[src/design/sspq_pkg.sv]
// Shared types, sizes and codes of the stable sorted priority queue.
// Depends on nothing; sspq_seq, the core and the testbench import it.
`default_nettype none

package sspq_pkg;

    // Queue size and the widths that follow from it.
    localparam int CAPACITY = 16;
    localparam int ADDR_W   = $clog2(CAPACITY);
    localparam int CNT_W    = $clog2(CAPACITY + 1);

    // Field widths of one entry.
    localparam int PRIO_W   = 16;
    localparam int TAG_W    = 16;
    localparam int ENTRY_W  = PRIO_W + TAG_W;
    localparam int STATUS_W = 2;
    localparam int OCC_W    = 5;

    // Operation codes of the request channel.
    localparam logic KIND_PUSH = 1'b0;
    localparam logic KIND_POP  = 1'b1;

    // Status codes of the response channel.
    localparam logic [STATUS_W-1:0] ST_OK    = 2'd0;
    localparam logic [STATUS_W-1:0] ST_EMPTY = 2'd1;
    localparam logic [STATUS_W-1:0] ST_FULL  = 2'd2;

    // One finished result, handed from the sequencer to the output stage.
    typedef struct packed {
        logic                popped_valid;
        logic [PRIO_W-1:0]   prio;
        logic [TAG_W-1:0]    tag;
        logic [STATUS_W-1:0] status;
        logic [CNT_W-1:0]    count;
    } result_t;

endpackage

`default_nettype wire

[src/design/sspq_ram.sv]
// Generic single-write, single-read RAM with a registered read port.
// Depends on nothing.
`default_nettype none

module sspq_ram #(
    parameter int WIDTH = 32,
    parameter int DEPTH = 16
) (
    input  wire logic                     clk,
    input  wire logic                     we,
    input  wire logic [$clog2(DEPTH)-1:0] waddr,
    input  wire logic [WIDTH-1:0]         wdata,
    input  wire logic [$clog2(DEPTH)-1:0] raddr,
    output logic      [WIDTH-1:0]         rdata
);

    logic [WIDTH-1:0] mem_reg [DEPTH];
    logic [WIDTH-1:0] rdata_reg;

    // Write port.
    always_ff @(posedge clk)
    begin
        if (we)
        begin
            mem_reg[waddr] <= wdata;
        end
    end

    // Registered read port.
    always_ff @(posedge clk)
    begin
        rdata_reg <= mem_reg[raddr];
    end

    assign rdata = rdata_reg;

endmodule

`default_nettype wire

[src/design/sspq_seq.sv]
// Sequencer of the queue: entry memory, one shared priority comparator and
// the state machine that scans and shifts entries one per cycle.
// Depends on sspq_pkg and sspq_ram.
`default_nettype none

module sspq_seq
    import sspq_pkg::*;
(
    input  wire logic                     clk,
    input  wire logic                     rst_n,
    input  wire logic                     req_valid,
    output logic                          req_stall,
    input  wire logic                     kind,
    input  wire logic signed [PRIO_W-1:0] new_priority,
    input  wire logic        [TAG_W-1:0]  new_tag,
    input  wire logic                     slot_free,
    output logic                          res_load,
    output result_t                       res
);

    localparam logic [2:0] S_IDLE      = 3'd0;
    localparam logic [2:0] S_PUSH_SCAN = 3'd1;
    localparam logic [2:0] S_PUSH_HEAD = 3'd2;
    localparam logic [2:0] S_POP_HEAD  = 3'd3;
    localparam logic [2:0] S_POP_SHIFT = 3'd4;
    localparam logic [2:0] S_DONE      = 3'd5;

    logic [2:0]        state_reg, state_next;
    logic [ADDR_W-1:0] idx_reg,   idx_next;
    logic [CNT_W-1:0]  count_reg, count_next;
    logic [PRIO_W-1:0] prio_reg,  prio_next;
    logic [TAG_W-1:0]  tag_reg,   tag_next;
    result_t           res_reg,   res_next;

    logic               mem_we;
    logic [ADDR_W-1:0]  mem_waddr;
    logic [ENTRY_W-1:0] mem_wdata;
    logic [ADDR_W-1:0]  mem_raddr;
    logic [ENTRY_W-1:0] mem_rdata;

    logic [PRIO_W-1:0]  rd_prio;
    logic [TAG_W-1:0]   rd_tag;
    logic               rd_later;
    logic [CNT_W-1:0]   count_m1;
    logic [CNT_W-1:0]   count_p1;
    logic [ADDR_W-1:0]  last_idx;

    sspq_ram #(
        .WIDTH (ENTRY_W),
        .DEPTH (CAPACITY)
    ) u_entries (
        .clk   (clk),
        .we    (mem_we),
        .waddr (mem_waddr),
        .wdata (mem_wdata),
        .raddr (mem_raddr),
        .rdata (mem_rdata)
    );

    assign rd_prio = mem_rdata[ENTRY_W-1:TAG_W];
    assign rd_tag  = mem_rdata[TAG_W-1:0];

    // Shared comparator: the stored entry leaves after the new one only if
    // its priority is strictly greater, which keeps equal priorities stable.
    assign rd_later = $signed(rd_prio) > $signed(prio_reg);

    assign count_m1 = count_reg - 1'b1;
    assign count_p1 = count_reg + 1'b1;
    assign last_idx = count_m1[ADDR_W-1:0];

    // Next-state and datapath control.
    always_comb
    begin
        state_next = state_reg;
        idx_next   = idx_reg;
        count_next = count_reg;
        prio_next  = prio_reg;
        tag_next   = tag_reg;
        res_next   = res_reg;
        mem_we     = 1'b0;
        mem_waddr  = '0;
        mem_wdata  = {prio_reg, tag_reg};
        mem_raddr  = idx_reg;
        res_load   = 1'b0;
        req_stall  = (state_reg != S_IDLE);

        case (state_reg)
            S_IDLE:
            begin
                if (req_valid)
                begin
                    prio_next = new_priority;
                    tag_next  = new_tag;
                    res_next  = '{popped_valid: 1'b0, prio: '0, tag: '0,
                                  status: ST_OK, count: count_reg};
                    if (kind == KIND_PUSH)
                    begin
                        if (count_reg == CNT_W'(CAPACITY))
                        begin
                            res_next.status = ST_FULL;
                            state_next      = S_DONE;
                        end
                        else if (count_reg == '0)
                        begin
                            state_next = S_PUSH_HEAD;
                        end
                        else
                        begin
                            mem_raddr  = last_idx;
                            idx_next   = last_idx;
                            state_next = S_PUSH_SCAN;
                        end
                    end
                    else
                    begin
                        if (count_reg == '0)
                        begin
                            res_next.status = ST_EMPTY;
                            state_next      = S_DONE;
                        end
                        else
                        begin
                            mem_raddr  = '0;
                            idx_next   = '0;
                            state_next = S_POP_HEAD;
                        end
                    end
                end
            end

            // Walk down from the tail, moving each later entry up one slot.
            S_PUSH_SCAN:
            begin
                mem_we    = 1'b1;
                mem_waddr = idx_reg + 1'b1;
                if (rd_later)
                begin
                    mem_wdata = mem_rdata;
                    if (idx_reg == '0)
                    begin
                        state_next = S_PUSH_HEAD;
                    end
                    else
                    begin
                        idx_next  = idx_reg - 1'b1;
                        mem_raddr = idx_reg - 1'b1;
                    end
                end
                else
                begin
                    count_next     = count_p1;
                    res_next.count = count_p1;
                    state_next     = S_DONE;
                end
            end

            // The new entry goes to the head slot.
            S_PUSH_HEAD:
            begin
                mem_we         = 1'b1;
                mem_waddr      = '0;
                count_next     = count_p1;
                res_next.count = count_p1;
                state_next     = S_DONE;
            end

            // Capture the head entry, then start shifting the rest down.
            S_POP_HEAD:
            begin
                res_next.popped_valid = 1'b1;
                res_next.prio         = rd_prio;
                res_next.tag          = rd_tag;
                res_next.count        = count_m1;
                count_next            = count_m1;
                if (count_reg == CNT_W'(1))
                begin
                    state_next = S_DONE;
                end
                else
                begin
                    idx_next   = ADDR_W'(1);
                    mem_raddr  = ADDR_W'(1);
                    state_next = S_POP_SHIFT;
                end
            end

            // Move entry idx to idx-1; count already holds the old last index.
            S_POP_SHIFT:
            begin
                mem_we    = 1'b1;
                mem_waddr = idx_reg - 1'b1;
                mem_wdata = mem_rdata;
                if (CNT_W'(idx_reg) == count_reg)
                begin
                    state_next = S_DONE;
                end
                else
                begin
                    idx_next  = idx_reg + 1'b1;
                    mem_raddr = idx_reg + 1'b1;
                end
            end

            // Hand the result over once the output register can take it.
            S_DONE:
            begin
                if (slot_free)
                begin
                    res_load   = 1'b1;
                    state_next = S_IDLE;
                end
            end

            default:
            begin
                state_next = S_IDLE;
            end
        endcase
    end

    // Control registers.
    always_ff @(posedge clk or negedge rst_n)
    begin
        if (!rst_n)
        begin
            state_reg <= S_IDLE;
            count_reg <= '0;
        end
        else
        begin
            state_reg <= state_next;
            count_reg <= count_next;
        end
    end

    // Working registers of the current operation.
    always_ff @(posedge clk)
    begin
        idx_reg  <= idx_next;
        prio_reg <= prio_next;
        tag_reg  <= tag_next;
        res_reg  <= res_next;
    end

    assign res = res_reg;

endmodule

`default_nettype wire

[src/design/stable_sorted_priority_queue_core.sv]
// Stable min-first sorted priority queue of CAPACITY entries.
//
// Request channel (req_valid / req_stall): kind selects push or pop; a push
// carries new_priority (signed) and new_tag. A transfer happens on a rising
// edge with req_valid high and req_stall low.
// Response channel (rsp_valid / rsp_stall): one response per request with
// popped_valid, popped_priority, popped_tag, status and occupancy.
//
// One request is worked on at a time; the entry memory has one read and one
// write port and a single comparator, so one entry is visited per cycle.
// A push walks from the tail down to its landing position and a pop shifts
// every remaining entry down; an error response skips the entry memory. A
// new request is taken only once the previous result has been handed to the
// output register.
//
// Reset empties the queue at once; entry contents are not cleared and are
// never read before they are written. A stalled response stays in the output
// register while the next request is already taken and processed; that
// request then waits for the register before it is handed over.
`default_nettype none

module stable_sorted_priority_queue_core
    import sspq_pkg::*;
(
    input  wire logic                       clk,
    input  wire logic                       rst_n,
    input  wire logic                       req_valid,
    output logic                            req_stall,
    input  wire logic                       kind,
    input  wire logic signed [PRIO_W-1:0]   new_priority,
    input  wire logic        [TAG_W-1:0]    new_tag,
    output logic                            rsp_valid,
    input  wire logic                       rsp_stall,
    output logic                            popped_valid,
    output logic signed [PRIO_W-1:0]        popped_priority,
    output logic        [TAG_W-1:0]         popped_tag,
    output logic        [STATUS_W-1:0]      status,
    output logic        [OCC_W-1:0]         occupancy
);

    logic                   slot_free;
    logic                   res_load;
    result_t                res;
    logic                   rsp_valid_reg;
    result_t                out_reg;
    logic [CNT_W+OCC_W-1:0] count_ext;

    sspq_seq u_seq (
        .clk          (clk),
        .rst_n        (rst_n),
        .req_valid    (req_valid),
        .req_stall    (req_stall),
        .kind         (kind),
        .new_priority (new_priority),
        .new_tag      (new_tag),
        .slot_free    (slot_free),
        .res_load     (res_load),
        .res          (res)
    );

    // The output register is free when empty or when its transfer completes.
    assign slot_free = !rsp_valid_reg || !rsp_stall;

    always_ff @(posedge clk or negedge rst_n)
    begin
        if (!rst_n)
        begin
            rsp_valid_reg <= 1'b0;
        end
        else if (res_load)
        begin
            rsp_valid_reg <= 1'b1;
        end
        else if (!rsp_stall)
        begin
            rsp_valid_reg <= 1'b0;
        end
    end

    always_ff @(posedge clk)
    begin
        if (res_load)
        begin
            out_reg <= res;
        end
    end

    // Response fields.
    assign count_ext       = (CNT_W + OCC_W)'(out_reg.count);
    assign rsp_valid       = rsp_valid_reg;
    assign popped_valid    = out_reg.popped_valid;
    assign popped_priority = $signed(out_reg.prio);
    assign popped_tag      = out_reg.tag;
    assign status          = out_reg.status;
    assign occupancy       = count_ext[OCC_W-1:0];

    // A returned entry always comes with an ok status.
    a_pop_ok: assert property (@(posedge clk) disable iff (!rst_n)
        rsp_valid_reg && out_reg.popped_valid |-> out_reg.status == ST_OK)
        else $error("popped entry with error status");

    // A dropped push is reported only when the queue is full.
    a_full_count: assert property (@(posedge clk) disable iff (!rst_n)
        rsp_valid_reg && out_reg.status == ST_FULL
        |-> out_reg.count == CNT_W'(CAPACITY))
        else $error("full status with queue not full");

    // The sequencer hands over a result only into a free output register.
    a_load_free: assert property (@(posedge clk) disable iff (!rst_n)
        res_load |-> slot_free)
        else $error("result loaded over a pending response");

    // After a request transfer the block stalls requests in the following cycle.
    a_busy_after: assert property (@(posedge clk) disable iff (!rst_n)
        req_valid && !req_stall |=> req_stall)
        else $error("request taken while previous one in work");

endmodule

`default_nettype wire

[config.mk]
export PLATFORM = sky130hd
export DESIGN_NAME = stable_sorted_priority_queue_core
export DESIGN_NICKNAME = d
export VERILOG_FILES = /design/src/design/sspq_pkg.sv /design/src/design/sspq_ram.sv /design/src/design/sspq_seq.sv /design/src/design/stable_sorted_priority_queue_core.sv
export SDC_FILE = /design/constraint.sdc
export NUM_CORES = 1
export LEC_CHECK = 0
export BUFFER_PORTS_ARGS = -buffer_cell sky130_fd_sc_hd__buf_2
export CORE_MARGIN = 4
export CORE_UTILIZATION = 61
export CTS_BUF_LIST = sky130_fd_sc_hd__clkbuf_4 sky130_fd_sc_hd__clkbuf_8 sky130_fd_sc_hd__clkbuf_16
export DETAILED_ROUTE_END_ITERATION = 16
export PLACE_DENSITY = 0.78
export SYNTH_ARGS = -nofsm -noshare
export SYNTH_HDL_FRONTEND = slang
export SYNTH_SLANG_ARGS = --single-unit
[constraint.sdc]
create_clock -name clk -period 5.6 [get_ports clk]
set_clock_uncertainty 0.15 [all_clocks]
set_input_delay 0.28 -clock clk [delete_from_list [all_inputs] [get_ports clk]]
set_output_delay 0.28 -clock clk [all_outputs]
set_load 0.1 [all_outputs]
* Yosys cells after proc, flatten, opt, wreduce, memory -nomap -nowiden
Memories as Yosys holds them, arrays and structs flattened. A register that Yosys moved wholly into a read port is not among the register bits.
Index checks and enable logic that the tools add are counted.
** Word-level totals
- Bits of input ports :: 37
- Bits in writable memories :: 512
- Memories kept :: 1
- Register bits after elaboration :: 125
** Memories
- u_seq.u_entries.mem_reg :: words 16, bits a word 32, rd ports 1, clocked after Yosys merged registers in 1, write ports 1, RTL line sspq_ram.sv:17 : logic [WIDTH-1:0] mem_reg [DEPTH];
** Cells by class
- Add/subtract/negate cells :: 4
- Reduce and logical (&&, ||, !) cells :: 16
- Magnitude comparators :: 1
- Mux-type cells :: 39
- Equal/unequal tests :: 14
** Operators by type and width (count)
- case mux 33 bit (2 select lines) :: 1
- case mux 32 bit (2 select lines) :: 1
- two-way mux 40 bit :: 1
- two-way mux 4 bit :: 9
- two-way mux 32 bit :: 1
- two-way mux 3 bit :: 8
- case mux 5 bit (4 select lines) :: 1
- case mux 3 bit (6 select lines) :: 1
- > comparator 16 bit :: 1
- case mux 4 bit (4 select lines) :: 1
- case mux 5 bit (3 select lines) :: 1
- two-way mux 1 bit :: 9
- case mux 4 bit (2 select lines) :: 1
- == test 3 x 2 -> 1 bit, second input constant :: 2
- == test 3 bit, second input constant :: 2
- two-way mux 2 bit :: 3
- inequality test 2 bit, second input constant :: 3
- AND reduction 2 bit :: 3
- nonzero test 3 bit :: 2
- adder 5 x 1 -> 5 bit, second input constant :: 1
- == test 4 x 5 -> 1 bit :: 1
- == test 5 x 1 -> 1 bit, second input constant :: 1
- == test 5 bit, second input constant :: 1
- logical NOT 5 bit :: 1
- other kinds (16) :: 18

* Logic depth before layout (Yosys ltp)
- Depth in word-level cells :: 6
- Depth in mapped cells :: 16
- Mapped depth without buffers :: 12

* Modules after synthesis
A second synthesis with hierarchy kept.
** Second synthesis, totals
- Cells, all modules :: 1318
- Area, all modules :: 25887.3 µm²
** Modules (own cells, without submodules)
- sspq_ram :: sequential area each 16015.4 µm², times used 1, area an instance 19835.3 µm², cells an instance 838
- sspq_seq :: sequential area each 2442.3 µm², times used 1, area an instance 4814.6 µm², cells an instance 437
- stable_sorted_priority_queue_core :: sequential area each 1226.2 µm², times used 1, area an instance 1237.4 µm², cells an instance 43

* Worst setup path after synthesis
OpenSTA, ideal clock, no wires.
- Path type :: reg-to-reg
- Start :: register u_seq.prio_reg[15]
- End :: register u_seq.u_entries.rdata_reg[21], in the netlist u_seq.u_entries.rdata[21] (read register of u_seq.u_entries.mem_reg)
- Data arrival time :: 3.366 ns
- Period minus slack after synthesis :: 3.650 ns
- Cell stages (with the launch flop) :: 15
- Slack :: 1.950 ns
- Cells stage by stage :: edfxtp_1 inv_1 ha_1 nand4_1 or3_1 a21oi_2 nor4_1 or4_4 o311ai_4 buf_6 buf_2 mux2_1 nor2_1 a211oi_1 or4_1
** Between the ends
- Word-level cells in the longest chain between the ends :: 3
** Ends and longest elaborated chain
- start, declared :: RTL line sspq_seq.sv:31 : logic [PRIO_W-1:0] prio_reg, prio_next;
- start signal, assigned :: RTL line sspq_seq.sv:240 : prio_reg <= prio_next;
- > comparator 16 bit :: RTL line sspq_seq.sv:65 : assign rd_later = $signed(rd_prio) > $signed(prio_reg);
- two-way mux 4 bit
- case mux 4 bit (4 select lines) :: RTL line sspq_seq.sv:87 : case (state_reg)
- end, declared :: RTL line sspq_ram.sv:18 : logic [WIDTH-1:0] rdata_reg;
Every way passes these cells.
A chain may end at the register's enable or synchronous reset.

* Worst setup path after layout
- Start :: register u_seq.prio_reg[15]
- End :: register u_seq.u_entries.rdata_reg[1], in the netlist u_seq.u_entries.rdata[1] (read register of u_seq.u_entries.mem_reg)
Same word-level chain as after synthesis.

==> impl_summary.md <==
Run status
The flow ran to the end, and the final reports show no timing, DRC or antenna violations.

Die
From left edge to right edge, the die measures 217 um. The height of the chip is 217 um. The area inside the core boundary is 0.0433 mm2.

The effective utilization at floorplan is 61.9%. During I/O placement, the number of pins put on the boundary was 79. The number of placement rows is 76.

The die outline area is 0.0473 mm2.

Place
The quantity of I/O buffers inserted on ports is 78. Once detailed placement completed, the half-perimeter wirelength came to 32,100 um. The final weighted congestion of routability-driven global placement is 0.824.

Logic synthesis
During synthesis, Yosys emitted a total of 0 warnings. The synthesized netlist contains 67 unique library cells. The gate count after technology mapping is 1,650. Counting flops with an async set or reset pin after synthesis yields a share of 1.35%. The number of synthesized flops with an enable pin is 624. Counting every net in the synthesized netlist gives 1,709. Among all flip-flop cells after synthesis, the most frequent one is edfxtp_1. The mapped netlist covers 0.0268 mm2. Summing the sequential cell areas from Yosys gives 73.5% of the chip area. The average cell area after synthesis is 16.2 um2.

In this run, synthesis produced a sequential element count of 669.

Timing
On the final layout, the worst hold slack is 258 ps. The total count of max-transition violations in the final report is 0. Setup violations remaining at the end of the flow were counted as 0. After routing, the total negative slack on setup checks comes to 0 ps. The total count of hold-check failures in the final report came to 0. In the finished design, the share of the clock period the worst path needs comes to 85.7%. The worst path needs 4800 ps of the cycle, external delays included. Based on the critical path, the design can be clocked at up to 208 MHz. The actual slew at the worst max-slew pin is 1110 ps. Setup repair after global routing left no endpoint under its margin.

Headroom to the max-slew limit came out at 26.2%.

Cells and area
The net count of the finished layout is 1,854. The layout has 2,636 filler cells. For this run, the share of the core covered by cells in the final layout is 70.8%. Cells with a size suffix above 1 make up 20.0% of the layout. Relative to the synthesized area, the layout overhead comes to 14.5%.

In the layout the commonest cells are edfxtp_1, nor2_1, mux2i_1, a211oi_1, mux2_2. The flip-flop count of the largest register after layout is 512. The repair_antennas step left the layout with diodes totalling 0.

Leaving out fill and tap cells, the most frequent cell in the layout is edfxtp_1.

Clock tree
The later pin in the worst-skew pair is clocked with a latency of 580 ps. The total clock sinks is 669. The number of resized instances in the post-cts repair step is 0.

The number of buffers on the longest clock path is 3. The H-tree was split into 3 levels. Clock-pin slew was measured on the worst setup and hold paths at 60 ps. TritonCTS built the clock tree. The cell sitting at the root of the clock tree is a clkbuf_16.

Clock tree synthesis inserted a total of 67 buffers.

Global routing
The total track usage is 24.6%. The number of antenna violations at the first check in global routing was 1. Entering global routing, the biggest net connects 68 pins. For met1 alone, demand over resource in global routing was 34.0%. The met2 usage is 40.6%.

After global routing, the most crowded layer is met2. The aggregate global routing overflow is 0. The fraction of met3 tracks used by global routing is 3.72%. The number of global-route vias before repair was 14,800.

The first-pass GRT wire length is 88,100 um.

Routing
The detailed-route wire length is 58,200 um. The detailed router's first-iteration violation count is 1,726. For this run, the detailed router's first-pass iteration total came to 5. Dividing the detail-routed via count by the number of cells gives 6.07.

The number of nets still failing antenna checks after routing is 0. Across all layers, the routed design uses 14,800 vias. The routed wirelength normalized by instance count is 23.9 um.

In the routed design, unresolved DRC markers number 0.

Critical path
The arrival time reported for the critical path endpoint is 5080 ps. The start-to-end type of the worst setup path is reg -> reg. The nature of the critical path startpoint is a flip-flop. For the worst setup path, the data required time is 5880 ps.

STA classifies the critical path endpoint as a flip-flop. In this run the worst path has a maximum fanout of 58.

Min path
The class of the most critical hold timing path is in -> reg.

Flow run
The reported max-cap violation count is 0.
[critical path, stage by stage (launching register included)]
cell and delay, ps:
edfxtp_1 320, inv_1 80, ha_1 370, nand4_1 250, or3_1 500, a21oi_2 320
nor4_1 180, or4_4 470, o311ai_4 120, buf_12 310, buf_12 360, mux2_2 390
nor2_1 120, a211oi_1 70, or4_1 580
[kinds of logic (layout without fill, tap and decap cells)]
logic type,Yosys count,count (layout),share of synthesized area [%]
adders and majority gates,22,22,1.03
AOI/OAI and AO/OA,223,223,5.97
buffers and inverters,120,317,2.21
DFF,669,669,73.5
muxes,276,276,11.0
and+or+nand+nor,326,326,5.81
xor gates and xnor gates,14,14,0.458
[final timing paths]
check	start	end	slack, ps	cells past startpoint
setup / recovery	u_seq.prio_reg[15]	u_seq.u_entries.rdata[1]	800	14
setup reg to reg	u_seq.prio_reg[15]	u_seq.u_entries.rdata[1]	800	14
hold / removal	new_tag[9]	u_seq.tag_reg[9]	260	2
min in group asynchronous	rst_n	rsp_valid	570	3
hold reg to reg	u_seq.res[33]	popped_priority[10]	270	0
max in group asynchronous	rst_n	u_seq.count_reg[4]	4420	3
[area by class of cell]
class | count | area [um2] | area share (%)
Clock buffer | 98 | 1980 | 6.45
Clock inverter | 23 | 193 | 0.629
Inverter | 29 | 109 | 0.355
Multi-Input combinational cell | 861 | 6650 | 21.7
Sequential cell | 669 | 19700 | 64.2
Tap cell | 585 | 732 | 2.39
Timing Repair Buffer | 167 | 1300 | 4.25
[synthesized netlist by cell type (3+ instances only)]
cell	instances	area, um2
xnor2_1	8	70.1
o31ai_1	4	30.0
o21ai_1	3	15.0
dfrtp_1	9	225
o21ai_0	30	150
nor3_1	7	35.0
buf_4	12	90.1
xor2_1	6	52.6
ha_1	22	275
a221o_1	3	30.0
nand3_1	14	70.1
clkbuf_1	37	139
dfxtp_1	36	721
edfxtp_1	624	18700
mux2_1	54	608
inv_1	27	101
nand4_1	4	25.0
nand2_1	46	173
nor2_1	161	604
a21o_1	4	30.0
buf_6	8	90.1
and2_1	36	225
buf_1	6	22.5
o211ai_1	3	22.5
or3_1	4	25.0
mux2_2	91	1020
a211oi_1	125	938
or4_1	32	240
a21oi_1	22	110
o221ai_1	3	26.3
buf_2	28	140
nand2b_1	8	50.1
mux2i_1	131	1310
[stage by stage]
step                setup slack [ps]  std cells  instance area, um2
finish                           803       2432               30600
global route                     574       2432               30600
global placement                 945       2274               28100
floorplan                       1950       1650               26800
CTS                              801       2432               30600
detailed placement               884       2274               28100
[timing repair]
item / 4_1_cts / 5_1_grt
setup buffers: 0 / 0
setup endpoints to repair: 0 / 0
hold buffers: 37 / 0
endpoints found under the hold margin: 58 / 0
[routing by layer]
layer  wire (um)  part of all wire [%]
met1       23700                    41
met2       28800                    49
met3        4080                   7.0
met4        1680                   2.9
met5           7                 0.012
Power is not shown: default switching activity piles up to over one toggle a cycle in this logic, so the estimate is an artifact.
